`config.mk`:
```
export PLATFORM = sky130hd
export DESIGN_NAME = affine_full_period_params
export DESIGN_NICKNAME = d
export VERILOG_FILES = /design/src/sv/afpp_pkg.sv /design/src/sv/afpp_divider.sv /design/src/sv/affine_full_period_params.sv
export SDC_FILE = /design/constraint.sdc
export NUM_CORES = 2
export LEC_CHECK = 0
export ABC_AREA = 0
export BUFFER_PORTS_ARGS = -buffer_cell sky130_fd_sc_hd__buf_2
export CAP_MARGIN = 20
export CORE_MARGIN = 8
export CORE_UTILIZATION = 40
export DETAILED_ROUTE_END_ITERATION = 10
export HOLD_SLACK_MARGIN = 0.03
export SYNTH_ARGS = -nofsm -noshare
export SYNTH_HDL_FRONTEND = slang
export SYNTH_SLANG_ARGS = --single-unit
```
`constraint.sdc`:
```
create_clock -name clock -period 7.3 [get_ports clock]
set_input_delay 0.365 -clock clock [delete_from_list [all_inputs] [get_ports clock]]
set_output_delay 0.365 -clock clock [all_outputs]
set_load 0.02 [all_outputs]
```
`src/sv/afpp_pkg.sv`:
```
package afpp_pkg;

   localparam int MODULUS_WIDTH_DEFAULT = 32;
   localparam int FIELD_WIDTH = 32;
   localparam int SEED_WIDTH = 64;

   typedef struct packed {
      logic [FIELD_WIDTH-1:0] modulus;
      logic [SEED_WIDTH-1:0]  seed;
   } req_type;

   typedef struct packed {
      logic [FIELD_WIDTH-1:0] multiplier;
      logic [FIELD_WIDTH-1:0] increment;
   } rsp_type;

endpackage

```
`src/sv/afpp_divider.sv`:
```
// Restoring divider, one quotient bit per cycle. Gives quotient and remainder.
module afpp_divider #(
   parameter int W = 64
) (
   input  logic         clock,
   input  logic         reset,
   input  logic         start,
   input  logic [W-1:0] dividend,
   input  logic [W-1:0] divisor,
   output logic         done,
   output logic [W-1:0] quotient,
   output logic [W-1:0] remainder
);

   localparam int CW = $clog2(W + 1);

   logic [W-1:0]  quo_ff, quo_in;
   logic [W-1:0]  rem_ff, rem_in;
   logic [W-1:0]  dvs_ff, dvs_in;
   logic [CW-1:0] cnt_ff, cnt_in;
   logic          busy_ff, busy_in;
   logic          done_ff, done_in;
   logic [W:0]    trial;
   logic [W:0]    shifted;

   always_comb begin
      quo_in  = quo_ff;
      rem_in  = rem_ff;
      dvs_in  = dvs_ff;
      cnt_in  = cnt_ff;
      busy_in = busy_ff;
      done_in = 1'b0;
      shifted = {rem_ff, quo_ff[W-1]};
      trial   = shifted - {1'b0, dvs_ff};
      if (start) begin
         quo_in  = dividend;
         rem_in  = '0;
         dvs_in  = divisor;
         cnt_in  = CW'(W);
         busy_in = 1'b1;
      end else if (busy_ff) begin
         if (!trial[W]) begin
            rem_in = trial[W-1:0];
            quo_in = {quo_ff[W-2:0], 1'b1};
         end else begin
            rem_in = shifted[W-1:0];
            quo_in = {quo_ff[W-2:0], 1'b0};
         end
         cnt_in = cnt_ff - 1'b1;
         if (cnt_ff == CW'(1)) begin
            busy_in = 1'b0;
            done_in = 1'b1;
         end
      end
   end

   always_ff @(posedge clock) begin
      if (reset) begin
         busy_ff <= 1'b0;
         done_ff <= 1'b0;
      end else begin
         busy_ff <= busy_in;
         done_ff <= done_in;
      end
      quo_ff <= quo_in;
      rem_ff <= rem_in;
      dvs_ff <= dvs_in;
      cnt_ff <= cnt_in;
   end

   assign done      = done_ff;
   assign quotient  = quo_ff;
   assign remainder = rem_ff;

endmodule

```
`src/sv/affine_full_period_params.sv`:
```
// Picks full-period LCG parameters (multiplier, increment) for a modulus. One
// transaction at a time: req_ready is low while an item is worked on. All
// divisions run through one shared bit-serial divider that is max(64,
// MODULUS_WIDTH) bits wide. The multiplier needs trial division up to sqrt(M)
// (two divisions per candidate, one per factor stripped); the increment needs
// a seed reduction plus a Euclid gcd per candidate. A 32-bit prime modulus
// tries about 65534 candidates; a modulus of 0 or 1 skips the divider. The
// product of primes is formed by one narrow multiply per new prime, registered.
module affine_full_period_params #(
   parameter int MODULUS_WIDTH = afpp_pkg::MODULUS_WIDTH_DEFAULT
) (
   input  logic              clock,
   input  logic              reset,
   input  logic              req_valid,
   output logic              req_ready,
   input  afpp_pkg::req_type req_data,
   output logic              rsp_valid,
   input  logic              rsp_ready,
   output afpp_pkg::rsp_type rsp_data
);

   localparam int W  = MODULUS_WIDTH;
   localparam int DW = afpp_pkg::SEED_WIDTH > W ? afpp_pkg::SEED_WIDTH : W;
   localparam int FW = afpp_pkg::FIELD_WIDTH;

   localparam logic [3:0] S_IDLE   = 4'd0;
   localparam logic [3:0] S_TCHK   = 4'd1;  // p <= n/p ?
   localparam logic [3:0] S_TMOD   = 4'd2;  // n % p
   localparam logic [3:0] S_STRIP  = 4'd3;  // n / p while divisible
   localparam logic [3:0] S_MULT   = 4'd4;  // rad *= p
   localparam logic [3:0] S_AFIN   = 4'd5;
   localparam logic [3:0] S_BSEED  = 4'd6;  // seed % m
   localparam logic [3:0] S_GCD    = 4'd7;
   localparam logic [3:0] S_OUT    = 4'd8;
   localparam logic [3:0] S_WAIT   = 4'd9;  // wait for divider

   logic [3:0]    state_ff, state_in;
   logic [3:0]    ret_ff, ret_in;
   logic [W-1:0]  m_ff, m_in;
   logic [W-1:0]  n_ff, n_in;
   logic [W-1:0]  p_ff, p_in;
   logic [W-1:0]  rad_ff, rad_in;
   logic [W-1:0]  b_ff, b_in;
   logic [W-1:0]  gx_ff, gx_in;
   logic [W-1:0]  gy_ff, gy_in;
   logic [W-1:0]  a_ff, a_in;
   logic [afpp_pkg::SEED_WIDTH-1:0] seed_ff, seed_in;
   logic          rsp_valid_ff, rsp_valid_in;
   afpp_pkg::rsp_type rsp_ff, rsp_in;

   logic          div_start;
   logic [DW-1:0] div_a, div_b;
   logic          div_done;
   logic [DW-1:0] div_q, div_r;
   logic [W-1:0]  q_w, r_w;
   logic [W-1:0]  m_raw;
   logic [W-1:0]  base;
   logic [W-1:0]  b_next;
   logic [2*W-1:0] prod;

   afpp_divider #(.W(DW)) u_div (
      .clock     (clock),
      .reset     (reset),
      .start     (div_start),
      .dividend  (div_a),
      .divisor   (div_b),
      .done      (div_done),
      .quotient  (div_q),
      .remainder (div_r)
   );

   assign q_w = div_q[W-1:0];
   assign r_w = div_r[W-1:0];

   generate
      if (W >= FW) begin : g_wide
         assign m_raw = W'(req_data.modulus);
      end else begin : g_narrow
         assign m_raw = req_data.modulus[W-1:0];
      end
   endgenerate

   assign prod = rad_ff * p_ff;

   always_comb begin
      base = rad_ff;
      if (m_ff[1:0] == 2'b00) base = {rad_ff[W-2:0], 1'b0};
      b_next = b_ff + 1'b1;
      if (b_next == m_ff) b_next = W'(1);
   end

   always_comb begin
      state_in     = state_ff;
      ret_in       = ret_ff;
      m_in         = m_ff;
      n_in         = n_ff;
      p_in         = p_ff;
      rad_in       = rad_ff;
      b_in         = b_ff;
      gx_in        = gx_ff;
      gy_in        = gy_ff;
      a_in         = a_ff;
      seed_in      = seed_ff;
      rsp_valid_in = rsp_valid_ff;
      rsp_in       = rsp_ff;
      div_start    = 1'b0;
      div_a        = '0;
      div_b        = '0;
      if (rsp_valid_ff && rsp_ready) rsp_valid_in = 1'b0;
      case (state_ff)
         S_IDLE: begin
            if (req_valid) begin
               m_in    = m_raw;
               n_in    = m_raw;
               p_in    = W'(2);
               rad_in  = W'(1);
               seed_in = req_data.seed;
               if (m_raw <= W'(1)) begin
                  a_in     = W'(1);
                  b_in     = '0;
                  state_in = S_OUT;
               end else begin
                  div_start = 1'b1;
                  div_a     = DW'(m_raw);
                  div_b     = DW'(W'(2));
                  ret_in    = S_TCHK;
                  state_in  = S_WAIT;
               end
            end
         end
         S_WAIT: begin
            if (div_done) state_in = ret_ff;
         end
         S_TCHK: begin
            // divider holds n/p
            if (p_ff <= q_w) begin
               div_start = 1'b1;
               div_a     = DW'(n_ff);
               div_b     = DW'(p_ff);
               ret_in    = S_TMOD;
               state_in  = S_WAIT;
            end else begin
               if (n_ff > W'(1)) begin
                  p_in     = n_ff;
                  state_in = S_MULT;
                  ret_in   = S_AFIN;
               end else begin
                  state_in = S_AFIN;
               end
            end
         end
         S_TMOD: begin
            if (r_w == '0) begin
               n_in     = q_w;
               state_in = S_MULT;
               ret_in   = S_STRIP;
            end else begin
               p_in      = p_ff + 1'b1;
               div_start = 1'b1;
               div_a     = DW'(n_ff);
               div_b     = DW'(p_ff + 1'b1);
               ret_in    = S_TCHK;
               state_in  = S_WAIT;
            end
         end
         S_MULT: begin
            rad_in = prod[W-1:0];
            if (ret_ff == S_AFIN) begin
               state_in = S_AFIN;
            end else begin
               div_start = 1'b1;
               div_a     = DW'(n_ff);
               div_b     = DW'(p_ff);
               state_in  = S_WAIT;
            end
         end
         S_STRIP: begin
            // divider holds n/p, n%p
            if (r_w == '0) begin
               n_in      = q_w;
               div_start = 1'b1;
               div_a     = DW'(q_w);
               div_b     = DW'(p_ff);
               ret_in    = S_STRIP;
               state_in  = S_WAIT;
            end else begin
               p_in      = p_ff + 1'b1;
               div_start = 1'b1;
               div_a     = DW'(n_ff);
               div_b     = DW'(p_ff + 1'b1);
               ret_in    = S_TCHK;
               state_in  = S_WAIT;
            end
         end
         S_AFIN: begin
            if (base >= m_ff || base + 1'b1 == m_ff) a_in = W'(1);
            else a_in = base + 1'b1;
            div_start = 1'b1;
            div_a     = DW'(seed_ff);
            div_b     = DW'(m_ff);
            ret_in    = S_BSEED;
            state_in  = S_WAIT;
         end
         S_BSEED: begin
            b_in  = (r_w == '0) ? W'(1) : r_w;
            gx_in = m_ff;
            gy_in = (r_w == '0) ? W'(1) : r_w;
            state_in = S_GCD;
         end
         S_GCD: begin
            // gcd(b, m) by Euclid: x <- y, y <- x % y
            if (gy_ff == '0) begin
               if (gx_ff == W'(1)) begin
                  state_in = S_OUT;
               end else begin
                  b_in  = b_next;
                  gx_in = m_ff;
                  gy_in = b_next;
               end
            end else begin
               div_start = 1'b1;
               div_a     = DW'(gx_ff);
               div_b     = DW'(gy_ff);
               gx_in     = gy_ff;
               ret_in    = S_GCD;
               state_in  = S_WAIT;
            end
         end
         S_OUT: begin
            if (!rsp_valid_ff || rsp_ready) begin
               rsp_valid_in = 1'b1;
               rsp_in.multiplier = FW'(a_ff);
               rsp_in.increment  = FW'(b_ff);
               state_in = S_IDLE;
            end
         end
         default: state_in = S_IDLE;
      endcase
      if (state_ff == S_WAIT && div_done && ret_ff == S_GCD) gy_in = r_w;
   end

   always_ff @(posedge clock) begin
      if (reset) begin
         state_ff     <= S_IDLE;
         rsp_valid_ff <= 1'b0;
      end else begin
         state_ff     <= state_in;
         rsp_valid_ff <= rsp_valid_in;
      end
      ret_ff  <= ret_in;
      m_ff    <= m_in;
      n_ff    <= n_in;
      p_ff    <= p_in;
      rad_ff  <= rad_in;
      b_ff    <= b_in;
      gx_ff   <= gx_in;
      gy_ff   <= gy_in;
      a_ff    <= a_in;
      seed_ff <= seed_in;
      rsp_ff  <= rsp_in;
   end

   assign req_ready = (state_ff == S_IDLE);
   assign rsp_valid = rsp_valid_ff;
   assign rsp_data  = rsp_ff;

endmodule

```
==> flow_metrics.tcl <==
set metrics [dict create \
    fin_skew_ns 0.0458 \
    fill_cells 10800 \
    ys_seq_area_share_pct 34.9 \
    tightest_slew_ns 1.05 \
    met3_usage_pct 5.34 \
    row_count 124 \
    io_pins 166 \
    cp_max_fo 7 \
    finalCritPeriodShare_pct 97.8 \
    reg2reg_depth 24 \
    hp-class "in -> reg" \
    hold_viol_final 0 \
    fin_nets 5754 \
    netlist_area_um2 46100 \
    routedWlPerCell_um 25.2 \
    place_hpwl_um 127000 \
    crit_path_end "rad_ff[31]" \
    crit_buf_inv 4 \
    synth_enable_flop_cells 484 \
    cp-start-kind "flop" \
    cts_root_buffer "clkbuf_16" \
    critPathRequiredTime_ns 7.66 \
    vias 37700 \
    cts_tree "yes" \
    grt_use_total_pct 25.6 \
    cts.clk_slew.worst_paths_ns 0.06 \
    slew_violations 0 \
    synth_cells 4776 \
    synth_seq_cells 562 \
    grt_pass1_vias 37400 \
    ant_nets 0 \
    crit_path_cell_trace "buf_4 -> nand2_1 -> fa_1 -> fa_1 -> fa_1 -> fa_1 -> inv_1 -> fa_1 -> fa_1 -> inv_1 -> fa_1 -> fa_1 -> inv_1 -> ha_1 -> a21o_1 -> a21o_1 -> a21oi_1 -> nor2b_1 -> nor2b_1 -> or3_4 -> nand3_2 -> a21oi_2 -> xnor2_1 -> nor2_1" \
    critPathCaptureType "flop" \
    antenna_found_initial 6 \
    firstDrtPassIters 7 \
    drv_cap 0 \
    syn_nets 5511 \
    synthTopCellsByArea "edfxtp_1, fa_1, ha_1, nand2_1, inv_1" \
    whs_ns 0.0928 \
    die_x_um 355 \
    htree_levels 3 \
    r2r_end "rad_ff[31]" \
    floorplan.initialDensity_pct 40.3 \
    core_um2 114000 \
    die_area_um2 126000 \
    relSlewSlack_pct 29.7 \
    max_stage_delay_ns 0.56 \
    final.setup.tns_ns 0 \
    layout-area-overhead-vs-synth_pct 14.9 \
    cp.depth 24 \
    clk_latency_ns 0.67 \
    worstPathArrival_ns 7.49 \
    status "complete, no violations" \
    portBuffers 165 \
    startpoint "rad_ff[16]" \
    synth_area_per_cell_um2 9.64 \
    fp.dieH_um 355 \
    clk_path_buf_depth 3 \
    finalSetupViolations 0 \
    critPathSlowestCell "fa_1" \
    synth_top_cell_area_share_pct 31.6 \
    cts_made_buffers 69 \
    grt_pass1_wl_um 245000 \
    grtUsageMet1_pct 32.8 \
    clock_sinks 562 \
    timing.rr.start "rad_ff[16]" \
    grt_max_degree 98 \
    routed_via_density 5.72 \
    async_flop_share_pct 0 \
    period_needed_ns 7.14 \
    cpLargestDelayFamily "adder cells" \
    synth.distinct_cells 86 \
    final_layout_size_suffix_gt1_share_pct 11.1 \
    finalWeightedCongestion 0.992 \
    top_usage_layer "met2" \
    worstSetupPathType "reg -> reg" \
    path_common_cell "fa_1" \
    met2_usage_pct 41.1 \
    synth_ff_type "edfxtp_1" \
    yosys_warnings 0 \
    max_freq_mhz 140 \
    rrSetupSlack_ns 0.16 \
    totalWireLength_um 166000 \
    drt_iter0_markers 4098 \
    drcViolationCount 0 \
    yosysTopAreaCell "edfxtp_1" \
    overflow 0 \
]
[routing by layer]
metal | part of all wire (%) | wire [µm] | up-vias
li1 | - | - | 16800
met1 | 39 | 64700 | 18600
met2 | 46 | 76800 | 1890
met3 | 9.0 | 15000 | 428
met4 | 5.7 | 9390 | 6
met5 | 0.020 | 33 | -
[registers in the layout (all words and copies together), names as in the netlist, 33 cells and up]
| signal | flops |
|---|---|
| rsp_data | 64 |
| seed_ff | 64 |
| u_div.quotient | 64 |
| u_div.dvs_ff | 33 |
| u_div.remainder | 64 |
[cell usage in the layout, fill, tap and decap left out, types with 75 or more instances in the layout]
cell type	netlist	routed
nand4_1	87	87
and2_1	247	246
inv_1	555	554
o21ai_0	284	280
xor2_1	75	75
ha_1	226	218
a21oi_1	166	160
xnor2_1	204	203
buf_2	6	167
nor2_1	230	227
edfxtp_1	484	484
nand2_1	678	677
buf_4	3	178
fa_1	409	404
dfxtp_1	78	77
dlygate4sd3_1	0	86
[cell families (layout without fill, tap and decap cells)]
kind of cell    Yosys count  after routing  share of synthesized area [%]
simple gates           1608           1608                           16.8
xor+xnor                279            279                           5.30
compound gates          830            830                           11.7
mux                      17             17                          0.375
fa+ha+maj               636            636                           23.9
other cells               0              6                              0
buf+inv                 844           1137                           6.95
flops                   562            562                           34.9
[cells in the mapped netlist, types with 38 or more instances]
cell	n
xnor2_1	204
dfxtp_1	78
fa_1	409
a211oi_1	41
and2_1	247
nand4_1	87
nor2_1	230
nand2_1	678
xor2_1	75
nor4_1	57
inv_1	555
edfxtp_1	484
ha_1	226
a21oi_1	166
a21o_1	55
o21ai_0	284
clkbuf_1	267
nor3_1	70
nand3_1	67
o2111ai_1	38
[area by class of cell]
cell class              count  area [µm²]  area share (%)
diodes                      6        15.0          0.0284
clock buffers              81        1790            3.38
inverters                 556        2090            3.95
well taps                1512        1890            3.57
multi-input cells        3370       27100            51.2
repair buffers            460        3470            6.56
flip-flops and latches    562       16100            30.4
clock inverters            40         497           0.938
[what timing repair did]
item                       4_1_cts  5_1_grt
setup buffers                    2       33
hold endpoints to repair        92        0
hold buffers                    86        0
setup endpoints to repair        2       10
pin swaps                        0       13
gates resized for setup          1       55
[metrics by stage]
stage	util (%)	area (µm²)	worst slack, ns	instances
after global placement	43.1	49200	-0.0880	6335
after floorplan	-	46100	0.165	4776
after CTS	45.8	52400	0.00513	6545
after global routing	46.3	52900	-0.0220	6581
after detailed placement	43.1	49200	-0.0898	6336
final	46.3	52900	0.164	6587
[worst min path at each step]
stage	start	end	slack, ns	cells past startpoint
after global placement	a_ff[31]	rsp_data[63]	0.40	0
after global routing	req_data[85]	m_ff[21]	0.05	1
final	req_data[75]	m_ff[11]	0.09	1
after detailed placement	a_ff[6]	rsp_data[38]	0.40	0
after CTS	req_data[75]	m_ff[11]	0.04	1
after floorplan	a_ff[0]	rsp_data[32]	0.40	0
[worst register-to-register path, stage by stage (launching register included)]
cell,delay [ns]
edfxtp_1,0.54
buf_4,0.17
nand2_1,0.07
fa_1,0.56
fa_1,0.44
fa_1,0.53
fa_1,0.55
inv_1,0.05
fa_1,0.47
fa_1,0.55
inv_1,0.05
fa_1,0.47
fa_1,0.54
inv_1,0.06
ha_1,0.29
a21o_1,0.16
a21o_1,0.18
a21oi_1,0.16
nor2b_1,0.08
nor2b_1,0.14
or3_4,0.41
nand3_2,0.10
a21oi_2,0.06
xnor2_1,0.14
nor2_1,0.06
Power is left out: the tool's default activity adds up to more than one toggle a clock period on the data nets, which glitch-free logic cannot reach.
